$ cat config.mk
export PLATFORM = sky130hd
export DESIGN_NAME = two_channel_poly_tone_generator_unit
export DESIGN_NICKNAME = d
export VERILOG_FILES = /design/src/hdl/tcptg_pkg.sv /design/src/hdl/tcptg_channel.sv /design/src/hdl/two_channel_poly_tone_generator_unit.sv
export VERILOG_INCLUDE_DIRS = /design/src /design/src/hdl
export SDC_FILE = /design/constraint.sdc
export NUM_CORES = 1
export LEC_CHECK = 0
export ABC_CLOCK_PERIOD_IN_PS = 5300
export BUFFER_PORTS_ARGS = -buffer_cell sky130_fd_sc_hd__buf_2
export CAP_MARGIN = 30
export CELL_PAD_IN_SITES_DETAIL_PLACEMENT = 0
export CELL_PAD_IN_SITES_GLOBAL_PLACEMENT = 1
export CORE_MARGIN = 2
export CORE_UTILIZATION = 45
export DETAILED_ROUTE_END_ITERATION = 10
export GPL_TIMING_DRIVEN = 0
export PLACE_DENSITY_LB_ADDON = 0.1
export SLEW_MARGIN = 20
export SYNTH_ARGS = -nofsm -noshare
export SYNTH_HDL_FRONTEND = slang
export SYNTH_SLANG_ARGS = --single-unit
$ cat constraint.sdc
create_clock -name aclk -period 5.3 [get_ports aclk]
set_clock_uncertainty 0.05 [all_clocks]
set_input_delay 0.53 -clock aclk [delete_from_list [all_inputs] [get_ports aclk]]
set_output_delay 0.53 -clock aclk [all_outputs]
set_load 0.02 [all_outputs]
$ cat src/hdl/assert_macros.svh
// Assertion macros shared by the RTL files.
// Define NO_ASSERTIONS to compile the checks out.
`ifndef ASSERT_MACROS_SVH
`define ASSERT_MACROS_SVH

`ifndef NO_ASSERTIONS

// Property that must hold at every clock edge outside reset.
`define ASSERT_ALWAYS(label, clk, rstn, prop, msg) \
    label: assert property (@(posedge clk) disable iff (!rstn) (prop)) else $error(msg);

// Antecedent at one edge requires the consequent at the next edge.
`define ASSERT_NEXT(label, clk, rstn, ante, cons, msg) \
    label: assert property (@(posedge clk) disable iff (!rstn) (ante) |=> (cons)) \
        else $error(msg);

`else

`define ASSERT_ALWAYS(label, clk, rstn, prop, msg)
`define ASSERT_NEXT(label, clk, rstn, ante, cons, msg)

`endif

`endif

$ cat src/hdl/tcptg_pkg.sv
package tcptg_pkg;

    // Item kinds carried in the input beat's tuser.
    localparam logic MODE_WRITE = 1'b0;
    localparam logic MODE_TICK  = 1'b1;

    // Channel register selectors.
    localparam logic [1:0] SEL_CONTROL = 2'd0;
    localparam logic [1:0] SEL_FREQ    = 2'd1;
    localparam logic [1:0] SEL_VOLUME  = 2'd2;

    // Control values with a meaning of their own.
    localparam logic [3:0] CTL_SILENT = 4'd0;
    localparam logic [3:0] CTL_POLY9  = 4'd8;

    // Last positions of the 31-step and 15-step patterns.
    localparam logic [4:0] P5_LAST = 5'd30;
    localparam logic [3:0] P4_LAST = 4'd14;

    // Pattern tables, entry i in bit i.
    localparam logic [14:0] PAT4   = 15'b111000010100110;
    localparam logic [30:0] PAT5   = 31'b1100101101111010100010011100000;
    localparam logic [30:0] PATD31 = 31'h0008_0002;

    // Configuration register indexes (word address bit 2).
    localparam logic CFG_SAMPLE_DIVISOR = 1'b0;
    localparam logic CFG_SINGLE_CHANNEL = 1'b1;

    localparam logic [15:0] DIVISOR_RESET = 16'd256;
    localparam logic [23:0] SAMPLE_STEP   = 24'd256;

    // Per-channel command for one accepted beat.
    typedef struct packed {
        logic       wr_en;
        logic       tick_en;
        logic [1:0] sel;
        logic [7:0] wdata;
    } chan_cmd_t;

endpackage

$ cat src/hdl/tcptg_channel.sv
`include "assert_macros.svh"

module tcptg_channel
    import tcptg_pkg::*;
(
    input  logic       aclk,
    input  logic       aresetn,
    input  chan_cmd_t  cmd,
    output logic [6:0] level_next
);

    logic [3:0] ctl_reg, ctl_next;
    logic [4:0] freq_reg, freq_next;
    logic [3:0] vol_reg, vol_next;
    logic [6:0] level_reg;
    logic [5:0] count_reg, count_next;
    logic [5:0] reload_reg, reload_next;
    logic [4:0] p5_reg, p5_next;
    logic [3:0] p4_reg, p4_next;
    logic [8:0] poly9_reg, poly9_next;

    always_comb begin
        logic       wr_ok;
        logic [5:0] nv;
        logic [6:0] loud;
        logic       gate;
        logic       fb;

        ctl_next    = ctl_reg;
        freq_next   = freq_reg;
        vol_next    = vol_reg;
        level_next  = level_reg;
        count_next  = count_reg;
        reload_next = reload_reg;
        p5_next     = p5_reg;
        p4_next     = p4_reg;
        poly9_next  = poly9_reg;
        wr_ok       = 1'b0;
        nv          = '0;
        loud        = {vol_reg, 3'b000};
        gate        = 1'b0;
        fb          = 1'b0;

        if (cmd.wr_en) begin
            wr_ok = 1'b1;
            unique case (cmd.sel)
                SEL_CONTROL: ctl_next  = cmd.wdata[3:0];
                SEL_FREQ:    freq_next = cmd.wdata[4:0];
                SEL_VOLUME:  vol_next  = cmd.wdata[3:0];
                default:     wr_ok     = 1'b0;
            endcase
            if (wr_ok) begin
                // Each accepted write recomputes the reload; a change starts a stopped count, or stops it if zero.
                if (ctl_next == CTL_SILENT) begin
                    nv         = '0;
                    level_next = {vol_next, 3'b000};
                end else begin
                    nv = {1'b0, freq_next} + 6'd1;
                end
                if (nv != reload_reg) begin
                    reload_next = nv;
                    if (count_reg == '0 || nv == '0) begin
                        count_next = nv;
                    end
                end
            end
        end else if (cmd.tick_en && count_reg != '0) begin
            if (count_reg > 6'd1) begin
                count_next = count_reg - 6'd1;
            end else begin
                count_next = reload_reg;
                p5_next    = (p5_reg == P5_LAST) ? 5'd0 : p5_reg + 5'd1;
                gate = !ctl_reg[1] ||
                       (!ctl_reg[0] && PATD31[p5_next]) ||
                       (ctl_reg[0] && PAT5[p5_next]);
                if (gate) begin
                    if (ctl_reg[2]) begin
                        level_next = (level_reg != '0) ? 7'd0 : loud;
                    end else if (ctl_reg[3]) begin
                        if (ctl_reg == CTL_POLY9) begin
                            fb         = poly9_reg[4] ^ poly9_reg[0];
                            poly9_next = {fb, poly9_reg[8:1]};
                            level_next = poly9_reg[0] ? loud : 7'd0;
                        end else begin
                            level_next = PAT5[p5_next] ? loud : 7'd0;
                        end
                    end else begin
                        p4_next    = (p4_reg == P4_LAST) ? 4'd0 : p4_reg + 4'd1;
                        level_next = PAT4[p4_next] ? loud : 7'd0;
                    end
                end
            end
        end
    end

    always_ff @(posedge aclk) begin
        if (!aresetn) begin
            ctl_reg    <= '0;
            freq_reg   <= '0;
            vol_reg    <= '0;
            level_reg  <= '0;
            count_reg  <= '0;
            reload_reg <= '0;
            p5_reg     <= '0;
            p4_reg     <= '0;
            poly9_reg  <= 9'd1;
        end else begin
            ctl_reg    <= ctl_next;
            freq_reg   <= freq_next;
            vol_reg    <= vol_next;
            level_reg  <= level_next;
            count_reg  <= count_next;
            reload_reg <= reload_next;
            p5_reg     <= p5_next;
            p4_reg     <= p4_next;
            poly9_reg  <= poly9_next;
        end
    end

    `ASSERT_ALWAYS(a_level_step, aclk, aresetn, level_reg[2:0] == 3'd0, "level not a multiple of eight")
    `ASSERT_ALWAYS(a_stopped_divider, aclk, aresetn, reload_reg != '0 || count_reg == '0, "divider runs with zero reload")
    `ASSERT_ALWAYS(a_pattern_pos, aclk, aresetn, p5_reg <= P5_LAST && p4_reg <= P4_LAST, "pattern position out of range")
    `ASSERT_ALWAYS(a_poly9_live, aclk, aresetn, poly9_reg != '0, "shift register locked at zero")

endmodule

$ cat src/hdl/two_channel_poly_tone_generator_unit.sv
// Two-channel tone generator with pattern and shift-register noise sources.
//
// Input stream: each beat is either a register write (tuser mode 0) that sets one
// channel's control, frequency or volume, or one audio clock tick (mode 1). A tick
// advances the channel dividers (channel 0's only while the single-channel flag is
// clear) and the 16.8 sample counter; when the counter runs out, the tick produces
// one output beat with the sum of the two channel levels; write beats produce none.
//
// Throughput is one input beat per cycle. All per-beat work is a single pass of
// small counter and table logic, and the result is held in one output register, so
// an output beat appears on the cycle after the tick that caused it. While that
// register holds an untaken beat and the receiver stalls, s_tready drops; it stays
// high whenever the register is empty or is being emptied in the same cycle.
//
// The APB port holds the sample divisor (address 0) and the single-channel flag
// (address 4); write them only while the stream is idle. The synchronous, active-low
// reset clears both channels, sets the divisor to 256 and empties the output register.
`include "assert_macros.svh"

module two_channel_poly_tone_generator_unit
    import tcptg_pkg::*;
(
    input  logic        aclk,
    input  logic        aresetn,
    // Input stream
    input  logic        s_tvalid,
    output logic        s_tready,
    input  logic [15:0] s_tdata,   // [0] channel, [8:1] write_data, [15:9] zero
    input  logic [2:0]  s_tuser,   // [0] mode, [2:1] reg_select
    // Result stream
    output logic        m_tvalid,
    input  logic        m_tready,
    output logic [7:0]  m_tdata,   // [7:0] sample
    // Configuration port
    input  logic        psel,
    input  logic        penable,
    input  logic        pwrite,
    input  logic [2:0]  paddr,
    input  logic [31:0] pwdata,
    output logic [31:0] prdata,
    output logic        pready
);

    logic [15:0] sample_divisor_reg;
    logic        single_channel_reg;
    logic [23:0] sample_count_reg, sample_count_next;
    logic        m_tvalid_reg;
    logic [7:0]  m_tdata_reg;

    logic        in_beat;
    logic        mode;
    logic        emit;
    logic [23:0] count_dec;
    chan_cmd_t   cmd0, cmd1;
    logic [6:0]  level0_next, level1_next;

    // ------------------------------------------------------------------
    // Configuration registers. pready is tied high, so every access is a
    // plain setup/access pair with no wait states.
    // ------------------------------------------------------------------
    assign pready = 1'b1;

    always_ff @(posedge aclk) begin
        if (!aresetn) begin
            sample_divisor_reg <= DIVISOR_RESET;
            single_channel_reg <= 1'b0;
        end else if (psel && penable && pwrite && pready) begin
            unique case (paddr[2])
                CFG_SAMPLE_DIVISOR: sample_divisor_reg <= pwdata[15:0];
                CFG_SINGLE_CHANNEL: single_channel_reg <= pwdata[0];
                default:            ;
            endcase
        end
    end

    always_comb begin
        unique case (paddr[2])
            CFG_SAMPLE_DIVISOR: prdata = {16'd0, sample_divisor_reg};
            CFG_SINGLE_CHANNEL: prdata = {31'd0, single_channel_reg};
            default:            prdata = '0;
        endcase
    end

    // ------------------------------------------------------------------
    // Input beat decode. The output register frees up in the same cycle
    // that its beat is taken, so the input need not wait for a bubble.
    // ------------------------------------------------------------------
    assign s_tready = !m_tvalid_reg || m_tready;
    assign in_beat  = s_tvalid && s_tready;
    assign mode     = s_tuser[0];

    always_comb begin
        cmd0.wr_en   = in_beat && (mode == MODE_WRITE) && !s_tdata[0];
        cmd0.tick_en = in_beat && (mode == MODE_TICK) && !single_channel_reg;
        cmd0.sel     = s_tuser[2:1];
        cmd0.wdata   = s_tdata[8:1];
        cmd1.wr_en   = in_beat && (mode == MODE_WRITE) && s_tdata[0];
        cmd1.tick_en = in_beat && (mode == MODE_TICK);
        cmd1.sel     = s_tuser[2:1];
        cmd1.wdata   = s_tdata[8:1];
    end

    tcptg_channel u_chan0 (
        .aclk       (aclk),
        .aresetn    (aresetn),
        .cmd        (cmd0),
        .level_next (level0_next)
    );

    tcptg_channel u_chan1 (
        .aclk       (aclk),
        .aresetn    (aresetn),
        .cmd        (cmd1),
        .level_next (level1_next)
    );

    // ------------------------------------------------------------------
    // Sample counter: every tick takes one whole unit (256 in 8.8) off the
    // signed count; once it falls below one unit a sample is due and the
    // divisor is added back.
    // ------------------------------------------------------------------
    assign count_dec = sample_count_reg - SAMPLE_STEP;
    assign emit      = in_beat && (mode == MODE_TICK) &&
                       ($signed(count_dec) < $signed(SAMPLE_STEP));

    always_comb begin
        sample_count_next = sample_count_reg;
        if (in_beat && mode == MODE_TICK) begin
            sample_count_next = emit ? count_dec + {8'd0, sample_divisor_reg} : count_dec;
        end
    end

    always_ff @(posedge aclk) begin
        if (!aresetn) begin
            sample_count_reg <= '0;
            m_tvalid_reg     <= 1'b0;
        end else begin
            sample_count_reg <= sample_count_next;
            if (emit) begin
                m_tvalid_reg <= 1'b1;
            end else if (m_tready) begin
                m_tvalid_reg <= 1'b0;
            end
        end
    end

    // The beat carries the levels as they stand after this tick.
    always_ff @(posedge aclk) begin
        if (emit) begin
            m_tdata_reg <= {1'b0, level0_next} + {1'b0, level1_next};
        end
    end

    assign m_tvalid = m_tvalid_reg;
    assign m_tdata  = m_tdata_reg;

    `ASSERT_NEXT(a_write_no_result, aclk, aresetn, in_beat && mode == MODE_WRITE && s_tready && !(m_tvalid_reg && !m_tready), !m_tvalid_reg, "write beat produced a result")
    `ASSERT_NEXT(a_write_keeps_count, aclk, aresetn, !(in_beat && mode == MODE_TICK), $stable(sample_count_reg), "sample counter moved without a tick")
    `ASSERT_ALWAYS(a_sample_step, aclk, aresetn, !m_tvalid_reg || m_tdata_reg[2:0] == 3'd0, "sample not a sum of level steps")

endmodule

# Word level (Yosys, flattened, before mapping)
# Memory sizes are Yosys's and may differ from the RTL's.
# Index checks and enable logic that the tools add are counted.
# word_totals
elab_cells,202
ff_bits,150
input_bits,61
mem_bits_ro,160
memories,6
# op_classes
n_lt_le_gt_ge,7
eq_ne,16
n_bitwise,12
addsub,11
mux,71
n_reduce_logical,56
# mem_list
memory,words,width,rd,rd_ports_with_merged_regs,write_ports,line_no,source
(no name shown),32,1,1,0,0,tcptg_channel.sv:74,(!ctl_reg[0] && PATD31[p5_next]) ||
(no name shown),32,1,1,0,0,tcptg_channel.sv:75,(ctl_reg[0] && PAT5[p5_next]);
(no name shown),32,1,1,0,0,tcptg_channel.sv:74,
(no name shown),32,1,1,0,0,tcptg_channel.sv:75,
(no name shown),16,1,1,0,0,tcptg_channel.sv:89,level_next = PAT4[p4_next] ? loud : 7'd0;
(no name shown),16,1,1,0,0,tcptg_channel.sv:89,
# ops
operator,count
2-to-1 mux 7 bit,26
2-to-1 mux 6 bit,18
case mux 32 bit (2 select lines),1
2-to-1 mux 4 bit,8
2-to-1 mux 5 bit,6
adder 24 x 16 -> 24 bit,1
logical NOT 6 bit,4
"less-than comparator 24 x 10 -> 1 bit, second input constant",1
2-to-1 mux 24 bit,1
"subtractor 24 x 9 -> 24 bit, second input constant",1
"== test 4 bit, second input constant",4
logical AND 1 bit,15
AND reduction 7 bit,2
nonzero test 7 bit,2
"adder 5 x 1 -> 6 bit, second input constant",2
"> comparator 6 x 1 -> 1 bit, second input constant",2
"less-than comparator 5 x 6 -> 1 bit, second input constant",2
"inequality test 2 x 1 -> 1 bit, second input constant",6
inequality test 6 bit,2
AND reduction 3 bit,4
AND reduction 6 bit,2
nonzero test 6 bit,2
"subtractor 6 x 1 -> 6 bit, second input constant",2
2-to-1 mux 1 bit,11
other kinds (17),48

# Logic depth before layout (Yosys ltp)
# Gate-level depths: netlist (run 1).
# logic_depth
ltp_word,16
ltp_mapped,19
ltp_nobuf,17

# By module
# From an unflattened synthesis (run 1), not the netlist that was laid out.
# unflattened
cells_unflattened,1307
hier_area_um2,10578.9
# by_module_without_submodules
module,seq_area_each_um2,area_each_um2,instances,cells_each
tcptg_channel,1001.0,3360.7,2,406
two_channel_poly_tone_generator_unit,1081.0,3857.4,1,495

# Worst setup path before layout (run 1)
# OpenSTA, ideal clock, no wires.
# synth_timing
path_kind,input to register
start,input s_tdata[2]
end,"register m_tdata_reg[6] (netlist: m_tdata[6]), data pin"
required_time_ns,4.992
arrival_ns,3.579
path_stages,18
slack_ns,1.413
cell_sequence,clkbuf_1 > nor4_1 > mux2i_1 > clkbuf_1 > nor3b_1 > nor3b_1 > a21oi_1 > o31ai_1 > clkbuf_1 > and2_1 > ha_1 > fa_1 > a21oi_1 > nor2_1 > nor2_1 > o21bai_1 > a21oi_1 > xnor2_1
# synth_via
elab_chain_cells,7
# synth_lines
element,line_no,source
from (decl),two_channel_poly_tone_generator_unit.sv:28,"input logic [15:0] s_tdata,"
2-to-1 mux 4 bit,tcptg_channel.sv:46,unique case (cmd.sel)
2-to-1 mux 4 bit,tcptg_channel.sv:44,if (cmd.wr_en) begin
logical NOT 4 bit,tcptg_channel.sv:54,if (ctl_next == CTL_SILENT) begin
2-to-1 mux 7 bit,tcptg_channel.sv:54,
2-to-1 mux 7 bit,tcptg_channel.sv:52,if (wr_ok) begin
2-to-1 mux 7 bit,tcptg_channel.sv:44,
named net level1_next[0],two_channel_poly_tone_generator_unit.sv:55,"logic [6:0] level0_next, level1_next;"
adder 7 x 7 -> 8 bit,two_channel_poly_tone_generator_unit.sv:150,"m_tdata_reg <= {1'b0, level0_next} + {1'b0, level1_next};"
to (signal assigned),two_channel_poly_tone_generator_unit.sv:150,
to (decl),two_channel_poly_tone_generator_unit.sv:48,logic [7:0] m_tdata_reg;
# The timed path passes the listed nets, and every way through them passes these cells. The select of a mux whose other input is x is not followed.
# A chain may end at the register's enable or synchronous reset.

# Worst setup path in the final report (run 1)
# Same ends and word-level chain as after synthesis.

==> flow_summary.toml, run 1 <==
[worst_setup_path]
cp-start-kind = "input port"
crit_path_max_fanout = 10
crit_chain = "buf_2 -> clkbuf_1 -> nor4_1 -> mux2i_1 -> clkbuf_1 -> nor3b_1 -> nor3b_1 -> a21oi_1 -> o31ai_1 -> clkbuf_1 -> and2_1 -> ha_1 -> fa_1 -> a21oi_1 -> nor2_1 -> nor2_1 -> o21bai_1 -> a21oi_1 -> xnor2_1"
end_kind = "register"
cp.required_ns = 5.42
max_stage_delay_ns = 0.65
crit_slowest_cell = "nor4_1"
critPathArrivalTime_ns = 4.73
crit_type = "in2reg"

[timing]
period_share = 0.8693
hold_violations = 0
slew_violations = 0
rsz0062_at_grt = "no"
slew_headroom = 0.3909
clock.fmax_mhz = 217.1
period_needed_ns = 4.607
tightest_slew_ns = 0.9136
fin_setup_tns_ns = 0
final-setup-viol-count = 0

[floorplan]
start_util = 0.4582
die_area_mm2 = 0.02336
core_mm2 = 0.02176
die-height_um = 152.8
row_count = 54
ios = 104
die_x_um = 152.8

[status]
status = "finished clean"

[drt]
via_per_inst = 5.544
firstDrtPassIters = 5
drc = 0
wire_per_inst_um = 16.58
vias = 8971
routed_wl_um = 26820
drt_iter0_markers = 440
antenna_left = 0

[logic_synthesis]
synth-adder-area-share = 0.05171
synth_edf_count = 8
synth_top_family_by_area = "simple AND/OR/NAND/NOR gates"
synth_top_area_cell = "dfxtp_1"
synth_top_area_share = 0.2852
synth_compound_area_frac = 0.2079
yosys.area_share.simple = 0.2627
yosysWarnings = 0
avgSynthCellArea_um2 = 8.072
synthXorXnorAreaFrac = 0.03602
synthTopCellsByArea = "dfxtp_1 29%, nand2_1 6.6%, mux2i_1 6.5%"
synth.distinct_cells = 89
synth_cells = 1235
mappedNetlistArea_mm2 = 0.009968
synth_most_common_cell = "nand2_1"
synthArstFlopShare = 0
ys.flop_type = "dfxtp_1"
ys_seq_area_frac = 0.3093
synth_mux_area_frac = 0.07129
synth_seq_cells = 150
synth_common_cells = "176 x nand2_1, 142 x dfxtp_1, 65 x mux2i_1, 65 x o21ai_0, 61 x clkbuf_1"

[layout]
postLayoutCoreUtil = 0.5167
antenna_cells = 0
drive_above_1_share = 0.1061
area_growth_pct = 12.78
final_cell_area_mm2 = 0.01124
largest_reg_flops = 24
nets = 1426
fillers = 2164

[clocking]
h-tree-depth = 4
clock_tree.buffer_depth = 2
cts.repair.resized = 0
holdBufCountCts = 0
cts_tree = "done"
cts_root_buf = "clkbuf_16"
clkLatencyLatePin_ns = 0.43
clk_pin_slew_ns = 0.07
postCtsSetupRepairBufs = 0
cts.sinks = 150
numCtsBuffers = 17

[placement]
port_buffers = 55
dp_hpwl_um = 20100
place_area_mm2 = 0.01066
place_congestion = 0.8531

[grt]
track_usage = 0.2306
grt_max_degree = 18
grt_pass1_vias = 8433
antenna_found_initial = 0
grt_pass1_wl_um = 43670
grt-ovfl-total = 0

[power]
power_leakage_uw = 0.004565
power_density_mw_per_mm2 = 290.2
ir_worst_vdd_uv = 209.1

[flow_run]
drv_cap = 0

[worst_hold_path]
worstHoldPathType = "in2reg"
==> per-stage QoR <==
step / std cells / power [uW] / setup slack [ns] / hold WS [ns]
finish: 1618 / 3263 / 0.6930 / 0.2573
global route: 1618 / 3433 / 0.2230 / 0.2614
CTS: 1618 / 3287 / 0.7289 / 0.2492
detailed placement: 1586 / 2055 / 0.2587 / 0.4071
global placement: 1585 / 2053 / 0.3616 / 0.4065
floorplan: 1250 / 1852 / 1.413 / 0.3913
==> cells in the final DEF (no fill, tap or decap), drive strengths merged, types with 48 or more instances in the layout <==
cell,n
clkbuf,78
nor2b,55
inv,53
nand3,50
nor2,55
a21oi,48
nand2,177
o21ai,68
mux2i,65
dfxtp,142
buf,86
==> cell type report <==
class / count / area (um2) / area share
well taps: 280 / 350.3 / 0.03116
clock inverters: 15 / 161.4 / 0.01436
inverters: 44 / 167.7 / 0.01491
plain buffers: 91 / 434.2 / 0.03862
repair buffers: 56 / 280.3 / 0.02493
multi-input cells: 965 / 6340 / 0.5639
clock buffers: 17 / 425.4 / 0.03784
flip-flops and latches: 150 / 3083 / 0.2742
==> critical path, delay by kind of cell <==
kind / cells / cell delay [ns]
AO/OA/AOI/OAI: 5 / 0.74
XOR/XNOR: 1 / 0.13
adder cells (fa/ha/maj): 2 / 0.61
buffers and inverters: 4 / 0.89
multiplexers: 1 / 0.24
AND/OR/NAND/NOR: 6 / 1.59
==> final timing paths <==
path | endpoint | depth (start not counted) | slack (ns) | start
setup / recovery | m_tdata[6] | 19 | 0.69 | s_tdata[2]
hold / removal | sample_divisor_reg[8] | 3 | 0.26 | pwdata[8]
setup reg to reg | m_tdata[7] | 18 | 0.75 | u_chan0.p5_reg[0]
hold reg to reg | u_chan0.poly9_reg[0] | 2 | 0.43 | u_chan0.poly9_reg[1]
==> logic make-up (layout without fill, tap and decap cells) <==
kind of cell | Yosys count | in the layout
xor gates and xnor gates | 41 | 41
muxes | 70 | 70
DFF | 150 | 150
adders and majority gates | 40 | 40
other | 2 | 17
and+or+nand+nor | 500 | 500
buffers and inverters | 135 | 223
AOI/OAI and AO/OA | 297 | 297
==> report_power, final <==
| part | leakage, uW | internal (uW) | switching [uW] |
|---|---|---|---|
| combinational | 0.00306 | 311 | 511 |
| sequential | 0.00122 | 1180 | 34.8 |
| clock | 0.000284 | 668 | 561 |
==> metal layers <==
layer | vias to the layer above | global-route usage | share of wire
li1 | 4577 | - | -
met3 | 26 | 0.02807 | 0.035
met1 | 4223 | 0.3152 | 0.49
met2 | 145 | 0.3827 | 0.46
met4 | 0 | 0.06966 | 0.017
met5 | - | 0 | 0
Power figures use the tool's default switching activity.
==> inputs of run 2 (changes only) <==
--- a/config.mk
+++ b/config.mk
@@ -6,13 +6,13 @@
 export SDC_FILE = /design/constraint.sdc
 export NUM_CORES = 1
 export LEC_CHECK = 0
-export ABC_CLOCK_PERIOD_IN_PS = 5300
+export ABC_CLOCK_PERIOD_IN_PS = 4050
 export BUFFER_PORTS_ARGS = -buffer_cell sky130_fd_sc_hd__buf_2
 export CAP_MARGIN = 30
 export CELL_PAD_IN_SITES_DETAIL_PLACEMENT = 0
 export CELL_PAD_IN_SITES_GLOBAL_PLACEMENT = 1
 export CORE_MARGIN = 2
-export CORE_UTILIZATION = 45
+export CORE_UTILIZATION = 41
 export DETAILED_ROUTE_END_ITERATION = 10
 export GPL_TIMING_DRIVEN = 0
 export PLACE_DENSITY_LB_ADDON = 0.1
==> constraint.sdc (replaced) <==
create_clock -name aclk -period 4.05 [get_ports aclk]
set_clock_uncertainty 0.05 [all_clocks]
set_input_delay 0.2025 -clock aclk [delete_from_list [all_inputs] [get_ports aclk]]
set_output_delay 0.2025 -clock aclk [all_outputs]
set_load 0.02 [all_outputs]
==> run 2 against run 1 <==
Against the previous run: power up 32%; critical path depth shrank 1; clock power grew 32%; first-iteration DRC count grew 20%; flip-flop and latch count unchanged; hold slack lost 0.16 ns; combinational power is 34% higher; utilization down 3.1 points; highest routed layer unchanged; count of clock-buffer cells in the layout is the same; die area grew 9.5%; critical endpoint unchanged.
==> flow_summary.toml, run 2 (synthesis gave the netlist of run 1 again) <==
[timing]
fin_setup_tns_ns = 0
slew_violations = 0
clock.fmax_mhz = 260.2
setup_slack_ns = 0.2063
period_needed_ns = 3.844
hold_violations = 0
rsz0062_at_grt = "yes"
slew_headroom = 0.4205
final-setup-viol-count = 0
period_share = 0.9491
tightest_slew_ns = 0.8473

[grt]
grt_pass1_wl_um = 44140
grt_pass1_vias = 8242
grt-ovfl-total = 0
grt_max_degree = 19
antenna_found_initial = 1
track_usage = 0.2155

[power]
combPwrFrac = 0.256
switching_share = 0.3491
clock_power_share = 0.376
power_leakage_uw = 0.004730
seq_power_share = 0.368
power_density_mw_per_mm2 = 368.2
ir_worst_vdd_uv = 254.5
p_int_uw = 2804
power.switching_uw = 1504

[layout]
antenna_cells = 0
nets = 1449
layout_common_cells = "176 x nand2_1, 140 x dfxtp_1, 67 x buf_2, 65 x mux2i_1, 61 x o21ai_0"
largest_reg_flops = 24
final_common_cell = "nand2_1"
area_growth_pct = 17.40
fillers = 2509
register_area_mm2 = 0.003085
drive_above_1_share = 0.1330
multi_input_area_mm2 = 0.006489

[worst_setup_path]
max_stage_delay_ns = 0.46
crit_type = "reg2reg"
critPathArrivalTime_ns = 3.99
crit_slowest_cell = "a2111oi_1"
cp_top_family = "compound AO/OA/AOI/OAI gates"
end_kind = "register"
crit_chain = "buf_2 -> inv_1 -> ha_1 -> o211ai_1 -> a2111oi_1 -> o21bai_1 -> a21oi_2 -> o311a_4 -> nor3_4 -> and2_1 -> ha_1 -> fa_1 -> a21oi_1 -> nor2_1 -> nor2_1 -> o21bai_1 -> a21oi_1 -> xnor2_1"
path_buf_inv = 2
cp.required_ns = 4.20
crit_path_max_fanout = 8
cp-start-kind = "register"

[worst_hold_path]
worstHoldPathType = "in2reg"

[clocking]
numCtsBuffers = 17
cts_root_buf = "clkbuf_16"
clkLatencyLatePin_ns = 0.44
cts.sinks = 150
clk_pin_slew_ns = 0.08
clock_tree.buffer_depth = 2
cts_tree = "done"
h-tree-depth = 4

[drt]
vias = 9003
drc = 0
drt_iter0_markers = 530
via_per_inst = 5.343
firstDrtPassIters = 5
wire_per_inst_um = 16.45
antenna_left = 0
routed_wl_um = 27720

[floorplan]
die_area_mm2 = 0.02558
die_x_um = 159.9
core_mm2 = 0.02411
start_util = 0.4135
die-height_um = 159.9
row_count = 57
ios = 104

[placement]
dp_hpwl_um = 20690
post-place-ws_ns = -0.6244
place_congestion = 0.8594
port_buffers = 55

[status]
status = "finished clean"

[flow_run]
drv_cap = 0
-- run 2: cell types whose count changed in the layout (fill, tap and decap cells not counted), moves of 3 or more --
cell           delta
dlygate4sd3_1    +17
buf_2             +3
a2111oi_0         -3
o21ai_0           -4
a21oi_2           +4
buf_4             +8
clkinv_8          +4
a21oi_1           -4
clkbuf_1          -9
inv_6             -4
-- run 2: power groups by stage --
stage | logic [uW] | registers, uW | clock network (uW)
after detailed placement | 1070 | 1620 | 0
after global routing | 1230 | 1590 | 1710
after floorplan | 805 | 1620 | 0
after global placement | 1070 | 1620 | 0
after CTS | 1090 | 1580 | 1640
final | 1100 | 1580 | 1620
-- run 2: worst register-to-register path, cell delays in order (launching register included) --
cell       delay, ns
dfxtp_1         0.31
buf_2           0.16
inv_1           0.11
ha_1            0.20
o211ai_1        0.11
a2111oi_1       0.46
o21bai_1        0.13
a21oi_2         0.23
o311a_4         0.26
nor3_4          0.07
and2_1          0.19
ha_1            0.22
fa_1            0.40
a21oi_1         0.14
nor2_1          0.05
nor2_1          0.16
o21bai_1        0.09
a21oi_1         0.18
xnor2_1         0.08
-- run 2: stage by stage --
stage / power (uW) / area [um2] / hold WS [ns] / cells / utilization
finish: 4308 / 11700 / 0.09757 / 1685 / 0.4855
global route: 4521 / 11700 / 0.1124 / 1685 / 0.4855
CTS: 4321 / 11570 / 0.08771 / 1682 / 0.4801
detailed placement: 2687 / 10730 / 0.3796 / 1631 / 0.4449
global placement: 2682 / 10710 / 0.3834 / 1629 / 0.4441
floorplan: 2423 / 10020 / 0.2767 / 1250 / -
-- run 2: worst paths after layout --
path                        start                   end  slack (ns)  depth (start not counted)
max             u_chan0.p5_reg[0]            m_tdata[6]        0.21                         18
min                    s_tdata[1]    u_chan0.ctl_reg[0]         0.1                          3
max reg2reg     u_chan0.p5_reg[0]            m_tdata[6]        0.21                         18
min reg2reg  u_chan1.poly9_reg[1]  u_chan1.poly9_reg[0]        0.42                          2
-- run 2: final cells by class --
class | count | area share
repair buffers | 82 | 0.04469
flip-flops and latches | 150 | 0.2637
well taps | 324 | 0.03464
clock buffers | 17 | 0.03635
inverters | 44 | 0.01433
clock inverters | 15 | 0.01529
plain buffers | 87 | 0.03657
multi-input cells | 966 | 0.5545
-- run 2: repair_timing --
item,4_1_cts,5_1_grt
endpoints found under the hold margin,17,0
pin swaps,1,8
resized for setup,18,33
cloned,0,1
setup buffers,2,5
setup endpoints to repair,5,10
hold buffers,17,0
-- run 2: routing by layer --
metal / part of all wire / wire length (um) / track usage / up-vias
met5: 0 / 0 / 0 / -
met4: 0.011 / 308 / 0.05324 / 0
met3: 0.029 / 805 / 0.02779 / 19
met2: 0.45 / 12550 / 0.3442 / 127
met1: 0.51 / 14060 / 0.3087 / 4236
li1: - / - / - / 4621
==> inputs of run 3 (changes only) <==
--- a/config.mk
+++ b/config.mk
@@ -13,8 +13,10 @@
 export CELL_PAD_IN_SITES_GLOBAL_PLACEMENT = 1
 export CORE_MARGIN = 2
 export CORE_UTILIZATION = 41
+export CTS_BUF_LIST = sky130_fd_sc_hd__clkbuf_16
 export DETAILED_ROUTE_END_ITERATION = 10
 export GPL_TIMING_DRIVEN = 0
+export HOLD_SLACK_MARGIN = 0.15
 export PLACE_DENSITY_LB_ADDON = 0.1
 export SLEW_MARGIN = 20
 export SYNTH_ARGS = -nofsm -noshare
==> run 3 against run 2 <==
Against the previous run: largest power group unchanged; critical path type unchanged; sequential power about the same; utilization is 0.17 points higher; count of clock-buffer cells in the layout unchanged.
==> flow_summary.toml, run 3 (synthesis gave the netlist of run 1 again) <==
[timing]
tightest_slew_ns = 0.8896
setup_slack_ns = 0.1965
period_needed_ns = 3.853
hold_violations = 0
fin_setup_tns_ns = 0
final-setup-viol-count = 0
slew_violations = 0
slew_headroom = 0.3916
rsz0062_at_grt = "yes"
period_share = 0.9515
clock.fmax_mhz = 259.5

[placement]
port_buffers = 55
dp.cells = 1631
place_congestion = 0.8594
dp_hpwl_um = 20690
post-place-ws_ns = -0.6244

[worst_setup_path]
startpoint = "u_chan0.p5_reg[0]"
cp.required_ns = 4.20
r2r-start = "u_chan0.p5_reg[0]"
critPathArrivalTime_ns = 4.00
cp-start-kind = "register"
crit_path_max_fanout = 8
end_kind = "register"
crit_type = "reg2reg"

[power]
clock_power_share = 0.376
combPwrFrac = 0.256
power_leakage_uw = 0.004744
power_density_mw_per_mm2 = 367.1
power.switching_uw = 1504
seq_power_share = 0.367
p_int_uw = 2806
ir_worst_vdd_uv = 253.8
switching_share = 0.3489

[clocking]
clk_pin_slew_ns = 0.08
clock_tree.buffer_depth = 2
numCtsBuffers = 17
cts_tree = "done"
clkLatencyLatePin_ns = 0.44
cts_root_buf = "clkbuf_16"
h-tree-depth = 4
cts.sinks = 150

[grt]
grt-ovfl-total = 0
grt_max_degree = 19
track_usage = 0.2168
grt_pass1_wl_um = 44370
antenna_found_initial = 1
grt_pass1_vias = 8270

[layout]
final_cells = 1689
fillers = 2506
area_growth_pct = 17.80
final_common_cell = "nand2_1"
register_area_mm2 = 0.003085
nets = 1453
drive_above_1_share = 0.1326
layout_common_cells = "176 x nand2_1, 140 x dfxtp_1, 67 x buf_2, 65 x mux2i_1, 61 x o21ai_0"
postLayoutCoreUtil = 0.4871
multi_input_area_mm2 = 0.006489
largest_reg_flops = 24
antenna_cells = 0

[floorplan]
die_x_um = 159.9
ios = 104
core_mm2 = 0.02411
die_area_mm2 = 0.02558
row_count = 57
die-height_um = 159.9
start_util = 0.4135

[flow_run]
drv_cap = 0

[worst_hold_path]
hold_start = "pwrite"
worstHoldPathType = "in2reg"

[drt]
drt_iter0_markers = 523
drc = 0
antenna_left = 0
firstDrtPassIters = 5
vias = 9011
routed_wl_um = 27930
wire_per_inst_um = 16.54
via_per_inst = 5.335

[status]
status = "finished clean"
run 3: final timing paths:
check,to,slack [ns],depth (start not counted)
worst max-delay path,m_tdata[7],0.20,14
worst min-delay path,sample_divisor_reg[15],0.22,5
worst max register to register,m_tdata[7],0.20,14
worst min register to register,u_chan1.poly9_reg[0],0.42,2
run 3: area by class of cell:
class / count / share of cell area
clock buffer: 17 / 0.03623
tap: 324 / 0.03452
sequential: 150 / 0.2628
timing repair buffer: 86 / 0.04795
buffer: 87 / 0.03644
inverter: 44 / 0.01428
multi-input combinational: 966 / 0.5526
clock inverter: 15 / 0.01524
run 3: what timing repair did:
item / 4_1_cts / 5_1_grt
pin swaps: 1 / 8
cloned: 0 / 1
setup endpoints to repair: 5 / 10
setup buffers: 2 / 5
endpoints found under the hold margin: 22 / 0
hold buffers: 21 / 0
resized for setup: 18 / 33
run 3: worst max-delay path, stage by stage (launching register included):
cell	delay [ns]
dfxtp_1	0.31
buf_2	0.16
inv_1	0.11
ha_1	0.20
o211ai_1	0.11
a2111oi_1	0.46
o21bai_1	0.13
a21oi_2	0.23
o311a_4	0.26
nor3_4	0.07
buf_4	0.16
a2111oi_0	0.81
ha_1	0.38
o21ai_0	0.08
nand2b_1	0.08
run 3: layer usage:
metal  routed length (um)  up-vias  GRT usage  part of all wire
li1                     -     4629          -                 -
met1                14100     4233     0.3093              0.50
met2                12700      126     0.3477              0.45
met3                  819       23    0.02779             0.029
met4                  313        0    0.05405             0.011
met5                    0        -          0                 0
run 3: metrics by stage:
step	power (uW)	instance area, um2	hold slack, ns
detailed placement	2687	10730	0.3796
floorplan	2423	10020	0.2767
global route	4525	11740	0.2709
global placement	2682	10710	0.3834
finish	4310	11740	0.2193
CTS	4324	11610	0.1932
run 3: power groups by stage:
stage                     clock, uW  sequential, uW  combinational (uW)
final                          1620            1580                1100
after global routing           1710            1590                1230
after CTS                      1640            1580                1100
after detailed placement          0            1620                1070
after global placement            0            1620                1070
after floorplan                   0            1620                 805
